<file path="config.mk">
export PLATFORM = sky130hd
export DESIGN_NAME = command_flag_parser
export DESIGN_NICKNAME = d
export VERILOG_FILES = /design/src/design/cfp_pkg.sv /design/src/design/command_flag_parser.sv /design/src/design/cfp_ram.sv
export SDC_FILE = /design/constraint.sdc
export NUM_CORES = 1
export LEC_CHECK = 0
export BUFFER_PORTS_ARGS = -buffer_cell sky130_fd_sc_hd__clkbuf_2
export CORE_ASPECT_RATIO = 1.75
export CORE_UTILIZATION = 57
export CTS_BUF_LIST = sky130_fd_sc_hd__clkbuf_8
export CTS_CLUSTER_SIZE = 14
export DETAILED_ROUTE_END_ITERATION = 7
export GPL_TIMING_DRIVEN = 0
export PLACE_DENSITY_LB_ADDON = 0.1
export SYNTH_ARGS = -nofsm -noshare
export SYNTH_HDL_FRONTEND = slang
export SYNTH_HIERARCHICAL = 1
export SYNTH_SLANG_ARGS = --single-unit
</file>
<file path="constraint.sdc">
create_clock -name clk -period 3.3 [get_ports clk]
set_input_delay 0.66 -clock clk [delete_from_list [all_inputs] [get_ports clk]]
set_output_delay 0.66 -clock clk [all_outputs]
set_load 0.01 [all_outputs]
</file>
<file path="src/design/cfp_pkg.sv">
`timescale 1ns / 1ps
package cfp_pkg;

    localparam int FLAGS_DEFAULT   = 8;
    localparam int MAX_LEN_DEFAULT = 4096;
    localparam int TABLE_SLOTS     = 8;
    localparam int INDEX_W         = 3;
    localparam int CHAR_W          = 8;
    localparam int CFG_W           = 64;
    localparam int MASK_W          = 8;

    localparam logic [CHAR_W-1:0] CHAR_NUL    = 8'h00;
    localparam logic [CHAR_W-1:0] CHAR_TAB    = 8'h09;
    localparam logic [CHAR_W-1:0] CHAR_CR     = 8'h0d;
    localparam logic [CHAR_W-1:0] CHAR_SPACE  = 8'h20;
    localparam logic [CHAR_W-1:0] CHAR_DQUOTE = 8'h22;
    localparam logic [CHAR_W-1:0] CHAR_SQUOTE = 8'h27;
    localparam logic [CHAR_W-1:0] CHAR_DASH   = 8'h2d;
    localparam logic [CHAR_W-1:0] CHAR_BSLASH = 8'h5c;

    localparam logic CFG_FLAG_CHARS = 1'b0;
    localparam logic CFG_ALLOW_MASK = 1'b1;

    typedef enum logic [1:0] {
        OP_HIT,
        OP_ARG_QUOTED,
        OP_ARG_PLAIN,
        OP_GROW
    } rec_op_t;

    function automatic logic is_space(input logic [CHAR_W-1:0] c);
        return (c == CHAR_SPACE) || ((c >= CHAR_TAB) && (c <= CHAR_CR));
    endfunction

    function automatic logic is_quote(input logic [CHAR_W-1:0] c);
        return (c == CHAR_DQUOTE) || (c == CHAR_SQUOTE);
    endfunction

endpackage

</file>
<file path="src/design/command_flag_parser.sv">
`timescale 1ns / 1ps
// a character's record update is read in the accept cycle and written back in the next
// cycle; throughput is one character per cycle while ch_stall is low, set by the single
// read-modify-write on the flag record memory. a zero character starts a report walk over
// that memory: each entry is read, then loaded into the output register; ch_stall stays high.
// reset (rst_n, asynchronous): clears configuration, parse state and the record valid bits;
// the memory itself is never swept, an entry with its valid bit low reads as all zero.
module command_flag_parser #(
    parameter int FLAGS   = cfp_pkg::FLAGS_DEFAULT,
    parameter int MAX_LEN = cfp_pkg::MAX_LEN_DEFAULT,
    localparam int POS_W  = $clog2(MAX_LEN + 1)
) (
    input  logic                       clk,
    input  logic                       rst_n,
    input  logic                       ch_valid,
    output logic                       ch_stall,
    input  logic [cfp_pkg::CHAR_W-1:0] ch,
    input  logic                       cfg_valid,
    output logic                       cfg_ready,
    input  logic                       cfg_index,
    input  logic [cfp_pkg::CFG_W-1:0]  cfg_data,
    output logic                       report_valid,
    input  logic                       report_stall,
    output logic                       entry_valid,
    output logic [cfp_pkg::INDEX_W-1:0] entry_index,
    output logic                       present,
    output logic                       duplicated,
    output logic                       escaped_quote,
    output logic                       arg_given,
    output logic [POS_W-1:0]           arg_start,
    output logic [POS_W-1:0]           arg_length,
    output logic [POS_W-1:0]           stop_position,
    output logic                       length_overflow,
    output logic                       last_report
);

    localparam int AW        = (FLAGS > 1) ? $clog2(FLAGS) : 1;
    localparam int REC_W     = 4 + 2 * POS_W;
    localparam int B_PRESENT = REC_W - 1;
    localparam int B_DUP     = REC_W - 2;
    localparam int B_ESC     = REC_W - 3;
    localparam int B_GIVEN   = REC_W - 4;
    localparam logic [POS_W-1:0] MAX_POS = POS_W'(MAX_LEN);

    typedef enum logic [2:0] {
        PH_SEEK,
        PH_FLAG,
        PH_ARGSEEK,
        PH_ARG,
        PH_ESC,
        PH_STOP
    } phase_t;

    typedef enum logic [1:0] {
        Q_NONE,
        Q_DOUBLE,
        Q_SINGLE
    } quote_t;

    typedef enum logic [1:0] {
        ST_RUN,
        ST_READ,
        ST_LOAD
    } walk_t;

    // configuration
    logic [cfp_pkg::CFG_W-1:0]  flag_chars_reg;
    logic [cfp_pkg::MASK_W-1:0] allow_mask_reg;

    // parse control
    phase_t           phase_reg, phase_next;
    quote_t           quote_reg, quote_next;
    logic [AW-1:0]    owner_reg, owner_next;
    logic [POS_W-1:0] pos_reg, pos_next;
    logic [POS_W-1:0] stopped_reg, stopped_next;
    logic             ovf_reg, ovf_next;

    // record update stage
    logic                 op_valid_reg;
    cfp_pkg::rec_op_t     op_kind_reg, op_kind;
    logic [AW-1:0]        op_addr_reg, op_addr;
    logic                 op_esc_reg, op_esc;
    logic [POS_W-1:0]     op_pos_reg, op_pos;
    logic                 op_fire;
    logic                 fwd_hit_reg;
    logic [REC_W-1:0]     fwd_data_reg;
    logic [FLAGS-1:0]     vbit_reg;

    // report walk
    walk_t            state_reg;
    logic [AW-1:0]    walk_idx_reg;
    logic [AW-1:0]    rpt_last_reg;
    logic             rpt_empty_reg;
    logic [POS_W-1:0] rpt_stop_reg;
    logic             rpt_ovf_reg;

    // output register
    logic                        report_valid_reg;
    logic                        entry_valid_reg;
    logic [cfp_pkg::INDEX_W-1:0] entry_index_reg;
    logic [REC_W-1:0]            out_rec_reg;
    logic [POS_W-1:0]            stop_position_reg;
    logic                        length_overflow_reg;
    logic                        last_report_reg;

    logic ch_take;
    logic is_term;
    logic is_sp;
    logic is_q;
    logic is_dash;
    logic at_limit;
    logic [POS_W-1:0] pos_plus;

    logic [cfp_pkg::TABLE_SLOTS-1:0] slot_active;
    logic [cfp_pkg::TABLE_SLOTS-1:0] slot_hit;
    logic                            live;
    logic [cfp_pkg::INDEX_W-1:0]     hit_idx;
    logic [cfp_pkg::INDEX_W-1:0]     last_idx;
    logic                            hit_any;

    logic             ram_re;
    logic [AW-1:0]    ram_raddr;
    logic [REC_W-1:0] ram_rdata;
    logic [REC_W-1:0] rec_old;
    logic [REC_W-1:0] rec_new;
    logic [POS_W-1:0] len_grown;
    logic [REC_W-1:0] walk_rec;
    logic             walk_last;
    logic             out_free;

    assign ch_stall  = (state_reg != ST_RUN);
    assign cfg_ready = 1'b1;
    assign ch_take   = ch_valid && !ch_stall;
    assign is_term   = (ch == cfp_pkg::CHAR_NUL);
    assign is_sp     = cfp_pkg::is_space(ch);
    assign is_q      = cfp_pkg::is_quote(ch);
    assign is_dash   = (ch == cfp_pkg::CHAR_DASH);
    assign at_limit  = (pos_reg == MAX_POS);
    assign pos_plus  = at_limit ? MAX_POS : pos_reg + 1'b1;

    // table decode: entries up to the first zero byte, capped at FLAGS
    always_comb
    begin
        live     = 1'b1;
        hit_idx  = '0;
        last_idx = '0;
        for (int k = 0; k < cfp_pkg::TABLE_SLOTS; k++)
        begin
            live = live && (k < FLAGS) && (flag_chars_reg[8*k +: 8] != cfp_pkg::CHAR_NUL);
            slot_active[k] = live;
            slot_hit[k]    = live && (flag_chars_reg[8*k +: 8] == ch);
            if (live)
            begin
                last_idx = cfp_pkg::INDEX_W'(k);
            end
        end
        for (int k = cfp_pkg::TABLE_SLOTS - 1; k >= 0; k--)
        begin
            if (slot_hit[k])
            begin
                hit_idx = cfp_pkg::INDEX_W'(k);
            end
        end
        hit_any = |slot_hit;
    end

    // parse control and record request
    always_comb
    begin
        phase_next   = phase_reg;
        quote_next   = quote_reg;
        owner_next   = owner_reg;
        pos_next     = pos_reg;
        stopped_next = stopped_reg;
        ovf_next     = ovf_reg;
        op_fire      = 1'b0;
        op_kind      = cfp_pkg::OP_GROW;
        op_addr      = owner_reg;
        op_esc       = 1'b0;
        op_pos       = pos_reg;
        if (ch_take)
        begin
            if (is_term)
            begin
                phase_next   = PH_SEEK;
                quote_next   = Q_NONE;
                owner_next   = '0;
                pos_next     = '0;
                stopped_next = '0;
                ovf_next     = 1'b0;
            end
            else
            begin
                pos_next = pos_plus;
                if (at_limit)
                begin
                    ovf_next = 1'b1;
                end
                unique case (phase_reg)
                    PH_SEEK:
                    begin
                        if (!is_sp)
                        begin
                            if (is_dash)
                            begin
                                phase_next = PH_FLAG;
                            end
                            else
                            begin
                                stopped_next = pos_reg;
                                phase_next   = PH_STOP;
                            end
                        end
                    end
                    PH_FLAG:
                    begin
                        priority if (is_sp)
                        begin
                            phase_next = PH_SEEK;
                        end
                        else if (is_q)
                        begin
                            stopped_next = pos_reg;
                            phase_next   = PH_STOP;
                        end
                        else if (!is_dash && hit_any)
                        begin
                            op_fire = 1'b1;
                            op_kind = cfp_pkg::OP_HIT;
                            op_addr = hit_idx[AW-1:0];
                            if (allow_mask_reg[hit_idx])
                            begin
                                owner_next = hit_idx[AW-1:0];
                                phase_next = PH_ARGSEEK;
                            end
                        end
                    end
                    PH_ARGSEEK:
                    begin
                        if (!is_sp)
                        begin
                            if (is_dash)
                            begin
                                phase_next = PH_FLAG;
                            end
                            else
                            begin
                                op_fire    = 1'b1;
                                phase_next = PH_ARG;
                                if (is_q)
                                begin
                                    quote_next = (ch == cfp_pkg::CHAR_DQUOTE) ? Q_DOUBLE
                                                                               : Q_SINGLE;
                                    op_kind    = cfp_pkg::OP_ARG_QUOTED;
                                    op_pos     = pos_plus;
                                end
                                else
                                begin
                                    quote_next = Q_NONE;
                                    op_kind    = cfp_pkg::OP_ARG_PLAIN;
                                end
                            end
                        end
                    end
                    PH_ARG:
                    begin
                        if (quote_reg == Q_NONE)
                        begin
                            priority if (is_sp)
                            begin
                                phase_next = PH_SEEK;
                            end
                            else if (is_dash)
                            begin
                                phase_next = PH_FLAG;
                            end
                            else
                            begin
                                op_fire = 1'b1;
                            end
                        end
                        else if (ch == ((quote_reg == Q_DOUBLE) ? cfp_pkg::CHAR_DQUOTE
                                                                : cfp_pkg::CHAR_SQUOTE))
                        begin
                            phase_next = PH_FLAG;
                        end
                        else
                        begin
                            op_fire = 1'b1;
                            if (ch == cfp_pkg::CHAR_BSLASH)
                            begin
                                phase_next = PH_ESC;
                            end
                        end
                    end
                    PH_ESC:
                    begin
                        op_fire    = 1'b1;
                        op_esc     = is_q;
                        phase_next = PH_ARG;
                    end
                    PH_STOP:
                    begin
                    end
                    default:
                    begin
                        phase_next = PH_STOP;
                    end
                endcase
            end
        end
    end

    assign ram_re    = (state_reg == ST_READ) || op_fire;
    assign ram_raddr = (state_reg == ST_RUN) ? op_addr : walk_idx_reg;

    cfp_ram #(
        .WIDTH (REC_W),
        .DEPTH (FLAGS)
    ) u_rec_ram (
        .clk   (clk),
        .we    (op_valid_reg),
        .waddr (op_addr_reg),
        .wdata (rec_new),
        .re    (ram_re),
        .raddr (ram_raddr),
        .rdata (ram_rdata)
    );

    // modify stage: forward the previous write when it hit the same entry
    always_comb
    begin
        if (fwd_hit_reg)
        begin
            rec_old = fwd_data_reg;
        end
        else if (vbit_reg[op_addr_reg])
        begin
            rec_old = ram_rdata;
        end
        else
        begin
            rec_old = '0;
        end
        len_grown = (rec_old[POS_W-1:0] == MAX_POS) ? MAX_POS : rec_old[POS_W-1:0] + 1'b1;
        rec_new   = rec_old;
        unique case (op_kind_reg)
            cfp_pkg::OP_HIT:
            begin
                if (rec_old[B_PRESENT])
                begin
                    rec_new             = '0;
                    rec_new[B_PRESENT]  = 1'b1;
                    rec_new[B_DUP]      = 1'b1;
                end
                else
                begin
                    rec_new[B_PRESENT] = 1'b1;
                end
            end
            cfp_pkg::OP_ARG_QUOTED:
            begin
                rec_new[B_GIVEN]               = 1'b1;
                rec_new[2*POS_W-1:POS_W]       = op_pos_reg;
            end
            cfp_pkg::OP_ARG_PLAIN:
            begin
                rec_new[B_GIVEN]               = 1'b1;
                rec_new[2*POS_W-1:POS_W]       = op_pos_reg;
                rec_new[POS_W-1:0]             = len_grown;
            end
            cfp_pkg::OP_GROW:
            begin
                rec_new[POS_W-1:0] = len_grown;
                if (op_esc_reg)
                begin
                    rec_new[B_ESC] = 1'b1;
                end
            end
            default:
            begin
                rec_new = rec_old;
            end
        endcase
    end

    assign walk_rec  = (rpt_empty_reg || !vbit_reg[walk_idx_reg]) ? '0 : ram_rdata;
    assign walk_last = rpt_empty_reg || (walk_idx_reg == rpt_last_reg);
    assign out_free  = !report_valid_reg || !report_stall;

    always_ff @(posedge clk or negedge rst_n)
    begin
        if (!rst_n)
        begin
            flag_chars_reg      <= '0;
            allow_mask_reg      <= '0;
            phase_reg           <= PH_SEEK;
            quote_reg           <= Q_NONE;
            owner_reg           <= '0;
            pos_reg             <= '0;
            stopped_reg         <= '0;
            ovf_reg             <= 1'b0;
            op_valid_reg        <= 1'b0;
            op_kind_reg         <= cfp_pkg::OP_GROW;
            op_addr_reg         <= '0;
            op_esc_reg          <= 1'b0;
            op_pos_reg          <= '0;
            fwd_hit_reg         <= 1'b0;
            fwd_data_reg        <= '0;
            vbit_reg            <= '0;
            state_reg           <= ST_RUN;
            walk_idx_reg        <= '0;
            rpt_last_reg        <= '0;
            rpt_empty_reg       <= 1'b0;
            rpt_stop_reg        <= '0;
            rpt_ovf_reg         <= 1'b0;
            report_valid_reg    <= 1'b0;
            entry_valid_reg     <= 1'b0;
            entry_index_reg     <= '0;
            out_rec_reg         <= '0;
            stop_position_reg   <= '0;
            length_overflow_reg <= 1'b0;
            last_report_reg     <= 1'b0;
        end
        else
        begin
            if (cfg_valid && cfg_ready)
            begin
                unique case (cfg_index)
                    cfp_pkg::CFG_FLAG_CHARS: flag_chars_reg <= cfg_data;
                    cfp_pkg::CFG_ALLOW_MASK: allow_mask_reg <= cfg_data[cfp_pkg::MASK_W-1:0];
                    default:                 flag_chars_reg <= flag_chars_reg;
                endcase
            end

            phase_reg   <= phase_next;
            quote_reg   <= quote_next;
            owner_reg   <= owner_next;
            pos_reg     <= pos_next;
            stopped_reg <= stopped_next;
            ovf_reg     <= ovf_next;

            op_valid_reg <= op_fire;
            if (op_fire)
            begin
                op_kind_reg  <= op_kind;
                op_addr_reg  <= op_addr;
                op_esc_reg   <= op_esc;
                op_pos_reg   <= op_pos;
                fwd_hit_reg  <= op_valid_reg && (op_addr_reg == op_addr);
                fwd_data_reg <= rec_new;
            end
            if (op_valid_reg)
            begin
                vbit_reg[op_addr_reg] <= 1'b1;
            end

            // in ST_LOAD a free output register is always refilled below
            if (report_valid_reg && !report_stall && (state_reg != ST_LOAD))
            begin
                report_valid_reg <= 1'b0;
            end

            unique case (state_reg)
                ST_RUN:
                begin
                    if (ch_take && is_term)
                    begin
                        state_reg     <= ST_READ;
                        walk_idx_reg  <= '0;
                        rpt_last_reg  <= last_idx[AW-1:0];
                        rpt_empty_reg <= !slot_active[0];
                        rpt_stop_reg  <= (phase_reg == PH_STOP) ? stopped_reg : pos_reg;
                        rpt_ovf_reg   <= ovf_reg;
                    end
                end
                ST_READ:
                begin
                    state_reg <= ST_LOAD;
                end
                ST_LOAD:
                begin
                    if (out_free)
                    begin
                        report_valid_reg    <= 1'b1;
                        entry_valid_reg     <= !rpt_empty_reg;
                        entry_index_reg     <= rpt_empty_reg ? '0
                                                             : cfp_pkg::INDEX_W'(walk_idx_reg);
                        out_rec_reg         <= walk_rec;
                        stop_position_reg   <= rpt_stop_reg;
                        length_overflow_reg <= rpt_ovf_reg;
                        last_report_reg     <= walk_last;
                        if (walk_last)
                        begin
                            // records start empty for the next text
                            vbit_reg  <= '0;
                            state_reg <= ST_RUN;
                        end
                        else
                        begin
                            walk_idx_reg <= walk_idx_reg + 1'b1;
                            state_reg    <= ST_READ;
                        end
                    end
                end
                default:
                begin
                    state_reg <= ST_RUN;
                end
            endcase
        end
    end

    assign report_valid    = report_valid_reg;
    assign entry_valid     = entry_valid_reg;
    assign entry_index     = entry_index_reg;
    assign present         = out_rec_reg[B_PRESENT];
    assign duplicated      = out_rec_reg[B_DUP];
    assign escaped_quote   = out_rec_reg[B_ESC];
    assign arg_given       = out_rec_reg[B_GIVEN];
    assign arg_start       = out_rec_reg[2*POS_W-1:POS_W];
    assign arg_length      = out_rec_reg[POS_W-1:0];
    assign stop_position   = stop_position_reg;
    assign length_overflow = length_overflow_reg;
    assign last_report     = last_report_reg;

endmodule

</file>
<file path="src/design/cfp_ram.sv">
`timescale 1ns / 1ps
module cfp_ram #(
    parameter int WIDTH = 32,
    parameter int DEPTH = 8,
    localparam int AW = (DEPTH > 1) ? $clog2(DEPTH) : 1
) (
    input  logic             clk,
    input  logic             we,
    input  logic [AW-1:0]    waddr,
    input  logic [WIDTH-1:0] wdata,
    input  logic             re,
    input  logic [AW-1:0]    raddr,
    output logic [WIDTH-1:0] rdata
);

    logic [WIDTH-1:0] mem [DEPTH];
    logic [WIDTH-1:0] rdata_reg;

    always_ff @(posedge clk)
    begin
        if (we)
        begin
            mem[waddr] <= wdata;
        end
        if (re)
        begin
            rdata_reg <= mem[raddr];
        end
    end

    assign rdata = rdata_reg;

endmodule

</file>
# Word-level counts from Yosys, hierarchy flattened
# Memory sizes are Yosys's and may differ from the RTL's. A register that Yosys moved wholly into a read port is not among the register bits.
# Cells that the tools add are included.
# W data, S select, Z words.
[word_totals]
regBits = 239
mem_bits_rw = 240
inputBits = 78
out_inout_bits = 52
elab_cells = 283
memories = 1
[memory_table]
columns = ["name", "words", "width", "read_ports", "rd_clocked_by_memory_dff", "wr", "line_no", "text"]
rows = [
  ["u_rec_ram.mem", 8, 30, 1, 1, 1, "cfp_ram.sv:16", "logic [WIDTH-1:0] mem [DEPTH];"],
]
[classes]
add_sub_neg = 3
order_cmp = 6
eq_ne = 46
mux = 125
n_bitwise = 2
reduce_logical = 71
[ops]
columns = ["operator", "n"]
rows = [
  ["$mux W13", 15],
  ["$mux W3", 45],
  ["$mux W30", 3],
  ["$eq A8 B8 Y1", 8],
  ["$reduce_bool A8 Y1", 8],
  ["$pmux W13 S2", 2],
  ["$mux W2", 18],
  ["$eq A8 B6 Y1 const B", 4],
  ["$mux W8", 4],
  ["$mux W29", 1],
  ["$pmux W14 S2", 1],
  ["$add A13 B1 Y13 const B", 2],
  ["$eq A13 B13 Y1 const B", 2],
  ["$mux W1", 26],
  ["$logic_and A1 B1 Y1", 23],
  ["$ne A5 B5 Y1 const B", 4],
  ["$pmux W3 S6", 1],
  ["$ne A3 B3 Y1 const B", 5],
  ["$ne A2 B2 Y1 const B", 7],
  ["$reduce_bool A2 Y1", 7],
  ["$lt A3 B4 Y1 const B", 3],
  ["$reduce_and A2 Y1", 6],
  ["$reduce_and A6 Y1", 2],
  ["$bmux W1 S3", 3],
  ["other kinds (31)", 53],
]

# Depth between registers and ports, before layout
[logic_depth]
ltp_word = 25
mapped_depth = 16
mapped_depth_nobuf = 13

# Cells and area by module
# Netlist, hierarchy kept.
[by_module_without_submodules]
columns = ["module", "n_inst", "cells_each", "area_each_um2", "seq_area_each_um2"]
rows = [
  ["command_flag_parser", 1, 1189, 12446.9, 5983.2],
  ["cfp_ram", 1, 390, 10197.3, 8107.8],
]

# Least setup slack after synthesis
# Ideal clock, no wire load.
[synth_path]
kind = "in2reg"
from = "input ch[3] in the netlist's numbering"
to = "register u_rec_ram.rdata_reg[0], in the netlist u_rec_ram/rdata[0], read port of u_rec_ram.mem, data pin"
setup_ns = 0.260
t_arrival_ns = 3.663
t_required_ns = 3.040
setup_slack_ns = -0.623
cell_stages = 13
n_path_buf = 3
cell_sequence = "buf_4 xnor2_1 nand2_1 or4_1 a2111o_1 nand4_1 and2_1 mux2i_1 o21ai_0 buf_6 buf_6 mux4_1 mux2_2"
[synth_between]
elab_chain_cells = 17
elab_cells_between_ends = 56
classes_between = "order compare (2); eq/ne (13); mux (25); reduce/logical (16)"
[synth_lines]
columns = ["element", "line_no", "text"]
rows = [
  ["start, declared", "command_flag_parser.sv:17", "input logic [cfp_pkg::CHAR_W-1:0] ch,"],
  ["$eq A8 B8 Y1", "command_flag_parser.sv:151", "slot_hit[k] = live && (flag_chars_reg[8*k +: 8] == ch);"],
  ["$logic_and A1 B1 Y1", "command_flag_parser.sv:151", ""],
  ["$mux W3 (8 in a row)", "command_flag_parser.sv:159", "if (slot_hit[k])"],
  ["$mux W3", "command_flag_parser.sv:226", "else if (!is_dash && hit_any)"],
  ["$mux W3", "command_flag_parser.sv:221", "else if (is_q)"],
  ["$mux W3", "command_flag_parser.sv:217", "priority if (is_sp)"],
  ["$mux W3", "command_flag_parser.sv:199", "unique case (phase_reg)"],
  ["$mux W3 (*)", "command_flag_parser.sv:183", "if (is_term)"],
  ["$mux W3 (*)", "command_flag_parser.sv:181", "if (ch_take)"],
  ["$mux W3 (*)", "command_flag_parser.sv:315", "assign ram_raddr = (state_reg == ST_RUN) ? op_addr : walk_idx_reg;"],
  ["net ram_raddr[0]", "command_flag_parser.sv:122", "logic [AW-1:0] ram_raddr;"],
  ["end, declared", "cfp_ram.sv:17", "logic [WIDTH-1:0] rdata_reg;"],
]
# The timed path passes the listed nets; every way through them passes the cells marked *.
# A chain may end at the register's enable or synchronous reset.

# Final worst setup path
[layout_path]
from = "register flag_chars_reg[58] in the netlist's numbering"
to = "register u_rec_ram.rdata_reg[23], in the netlist u_rec_ram/rdata[23], read port of u_rec_ram.mem, data pin"
[layout_between]
elab_chain_cells = 18
elab_cells_between_ends = 28
classes_between = "eq/ne (1); mux (21); reduce/logical (6)"
[layout_lines]
columns = ["element", "line_no", "text"]
rows = [
  ["start, declared", "command_flag_parser.sv:67", "logic [cfp_pkg::CFG_W-1:0] flag_chars_reg;"],
  ["start signal, assigned", "command_flag_parser.sv:430", "cfp_pkg::CFG_FLAG_CHARS: flag_chars_reg <= cfg_data;"],
  ["start signal, assigned", "command_flag_parser.sv:432", "default: flag_chars_reg <= flag_chars_reg;"],
  ["$reduce_bool A8 Y1", "command_flag_parser.sv:149", "live = live && (k < FLAGS) && (flag_chars_reg[8*k +: 8] != cfp_pkg::CHAR_NUL);"],
  ["$logic_and A1 B1 Y1", "command_flag_parser.sv:149", ""],
  ["$logic_and A1 B1 Y1 (*)", "command_flag_parser.sv:151", ""],
  ["$mux W3 (8 in a row)", "command_flag_parser.sv:159", ""],
  ["$mux W3 (*)", "command_flag_parser.sv:226", ""],
  ["$mux W3 (*)", "command_flag_parser.sv:221", ""],
  ["$mux W3 (*)", "command_flag_parser.sv:217", ""],
  ["$mux W3 (*)", "command_flag_parser.sv:199", ""],
  ["$mux W3 (*)", "command_flag_parser.sv:183", ""],
  ["$mux W3 (*)", "command_flag_parser.sv:181", ""],
  ["$mux W3 (*)", "command_flag_parser.sv:315", ""],
  ["net ram_raddr[0]", "command_flag_parser.sv:122", ""],
]
# Marked as above.

==> flow_summary.ini <==
[outcome]
outcome = complete, but fails checks
violations = design-rule violations, negative setup slack

[synthesis]
synth_seq_area_share = 0.622
yosysWarningCount = 6
netlist_instances = 1579
async_flop_share = 0.470
synth_top_flop_cell = edfxtp_1
synth.ff_latch_count = 509
avgSynthCellArea_sq_um = 14.3
synth.distinct_cells = 80
synth-edff-count = 270
syn_area_sq_um = 22600
syn-num-nets = 1666

[timing]
finalCriticalPeriod_ns = 3.69
max_freq_ghz = 0.271
setup_viol = 73
worst_slew_pin_slew_ns = 1.02
post-route-period-util = 1.12
fin_ws_ns = -0.387
hold_viol = 0
rsz0062_at_grt = true
clock_skew_ns = 0.0257
maxSlewHeadroom = 0.320
final_max_slew_viol_count = 0

[global_route]
grt_pass1_wl_mm = 88.5
use_met3 = 0.0510
grt.overflow.total = 0
grtUsageTotal = 0.294
grt_start_max_net_pins = 111
grt_pass1_vias = 15163
grtUsageMet1 = 0.321
use_met2 = 0.535
grt.busiest_layer = met2
antenna_found_initial = 1

[setup_path]
required_ns = 3.68
path_class = flip-flop to flip-flop
rr_startpoint = flag_chars_reg[58]
critPathArrivalTime_ns = 4.07
crit_buf_inv = 3
slowest_delay_ns = 0.52
slowest_stage = or4_4
crit_start = flag_chars_reg[58]
path_delay_family = simple AND/OR/NAND/NOR gates
path_cells = xnor2_2 > nand2_1 > or4_4 > a2111o_1 > nand4_1 > and2_4 > mux2i_4 > o21ai_2 > buf_12 > buf_12 > buf_16 > mux4_2 > mux2_2
cp_common_cell = buf_12
reg2regPathDepth = 13
worstPathMaxFanout = 8
r2r_end = u_rec_ram/rdata[23]
startpoint_type = flip-flop
rrSetupSlack_ns = -0.39
end_kind = flip-flop

[floorplan]
die_h_um = 266
rows = 96
die_width_um = 153
start_util = 0.578
coreArea_sq_um = 39200
ioPinCount = 130
die_area_sq_um = 40600

[power_and_ir_drop]
p_seq_frac = 0.437
switching_share = 0.343
irDropWorstVdd_uv = 391
p_int_mw = 13.8
power.total_mw = 21.0
p_leak_nw = 10.6
power.share.clock = 0.227
power_frac_comb = 0.336
powerDensity_nw_per_um2 = 781
switchingPower_mw = 7.18

[routing]
wire_per_inst_um = 24.6
ant_nets = 0
dr_total_vias = 14758
routed_via_density = 6.16
drc = 3
routed_wl_mm = 59.0
first_pass_iters = 8
drt_first_iter_violations = 875

[clocking]
clock_path_buffers = 3
clock_sinks = 509
path_clk_slew_ns = 0.06
cts_tree = done
clockRootBuffer = clkbuf_8
htreeDepth = 3
cts_buffers = 74
clk-insertion-delay-late_ns = 0.64

[min_path]
whs_path_depth = 2
hp-class = input pin to flip-flop
min_from = cfg_data[53]
hold_end = flag_chars_reg[53]

[finish]
final_common_cell = edfxtp_1
final_cell_mix = 270 x edfxtp_1, 236 x dfrtp_1, 153 x nand2_1, 125 x clkbuf_2, 114 x mux2_2
layout-drive-gt1-share = 0.336
fin_cells = 2396
layout.nets = 1936
syn_to_final_growth_pct = 18.6
largest_reg_flops = 240

[place]
io_buffers = 123
dp_cells = 2207
gp_congestion = 0.938
dpl.hpwl_mm = 38.3

[flow_run]
drv_cap = 0
-- synthesized netlist by cell type (5+ instances only) --
library cell | instances | area [sq um]
mux2i_1 | 19 | 190
nor2_1 | 48 | 180
dfrtp_1 | 237 | 5930
buf_6 | 13 | 146
nor4_1 | 34 | 213
nor3_1 | 10 | 50.1
buf_2 | 7 | 35.0
a22o_1 | 42 | 368
nand2_1 | 160 | 601
xor2_1 | 48 | 420
a21o_1 | 6 | 45.0
and2_1 | 5 | 31.3
nand4_1 | 8 | 50.1
o22ai_1 | 5 | 31.3
mux4_1 | 60 | 1580
nand3_1 | 19 | 95.1
ha_1 | 9 | 113
a31oi_1 | 11 | 68.8
clkbuf_1 | 62 | 233
nor2b_1 | 10 | 62.6
o21ai_0 | 84 | 420
buf_4 | 5 | 37.5
o31ai_1 | 17 | 128
edfxtp_1 | 270 | 8110
nand2b_1 | 16 | 100
mux2_2 | 128 | 1440
or4_1 | 5 | 37.5
and3_1 | 14 | 87.6
mux2_1 | 24 | 270
a22oi_1 | 26 | 195
xnor2_1 | 28 | 245
o21ai_1 | 24 | 120
a21oi_1 | 25 | 125
inv_1 | 19 | 71.3
-- cells by family (layout without fill, tap and decap cells) --
group,Yosys count,after routing,share of synthesized area
AND/OR/NAND/NOR,356,359,0.0773
adder cells (fa/ha/maj),9,9,0.00497
AO/OA/AOI/OAI,281,283,0.0830
multiplexers,236,236,0.158
XOR/XNOR,77,77,0.0301
buffers and inverters,110,431,0.0240
flip-flops,509,509,0.622
other,1,2,0.000166
-- worst max path at each step --
stage | cells after the start | end
4_1_cts | 12 | u_rec_ram/rdata[9]
5_1_grt | 13 | u_rec_ram/rdata[23]
3_3_place_gp | 1 | out_rec_reg[17]
2_1_floorplan | 13 | u_rec_ram/rdata[0]
6_report | 13 | u_rec_ram/rdata[23]
3_5_place_dp | 13 | u_rec_ram/rdata[8]
-- power groups by stage --
| stage | clock, mW | sequential, mW | combinational, mW |
|---|---|---|---|
| after floorplan | 0 | 9.05 | 3.43 |
| after global placement | 0 | 9.25 | 4.99 |
| after detailed placement | 0 | 9.27 | 5.22 |
| after CTS | 4.85 | 9.14 | 6.29 |
| after global routing | 5.11 | 9.24 | 7.46 |
| final | 4.75 | 9.16 | 7.05 |
-- per-layer routing --
metal | routed length (um) | vias to the layer above
met4 | 3100 | 0
met1 | 21000 | 7496
met2 | 31800 | 550
li1 | - | 6547
met5 | 0 | -
met3 | 3040 | 165
-- final cells by class --
cell class | count | area, sq um
Sequential cell | 509 | 14100
Fill cell | 2773 | 12300
Buffer | 88 | 672
Inverter | 20 | 77.6
Timing Repair Buffer | 191 | 1460
Multi-Input combinational cell | 965 | 8550
Tap cell | 490 | 613
Antenna cell | 1 | 2.50
Clock buffer | 85 | 1170
Clock inverter | 47 | 206
-- metrics by stage --
step | util | setup WS (ns) | hold slack (ns) | instance area, sq um | setup TNS (ns)
floorplan | - | -0.489 | 0.364 | 22600 | -14.36
global placement | 0.609 | -3.36 | 0.464 | 23800 | -1300.57
detailed placement | 0.617 | -1.77 | 0.472 | 24200 | -275.94
CTS | 0.674 | -0.421 | 0.214 | 26400 | -11.66
global route | 0.686 | -0.517 | 0.227 | 26800 | -23.62
finish | 0.686 | -0.387 | 0.254 | 26800 | -11.85
-- what timing repair did --
item | in CTS | in global routing
hold buffers | 1 | 0
pin swaps | 16 | 19
setup endpoints to repair | 328 | 242
buffers inserted | 31 | 19
resized for setup | 125 | 74
gates cloned | 7 | 0
endpoints found under the hold margin | 23 | 0
(Power assumes the default switching activity.)
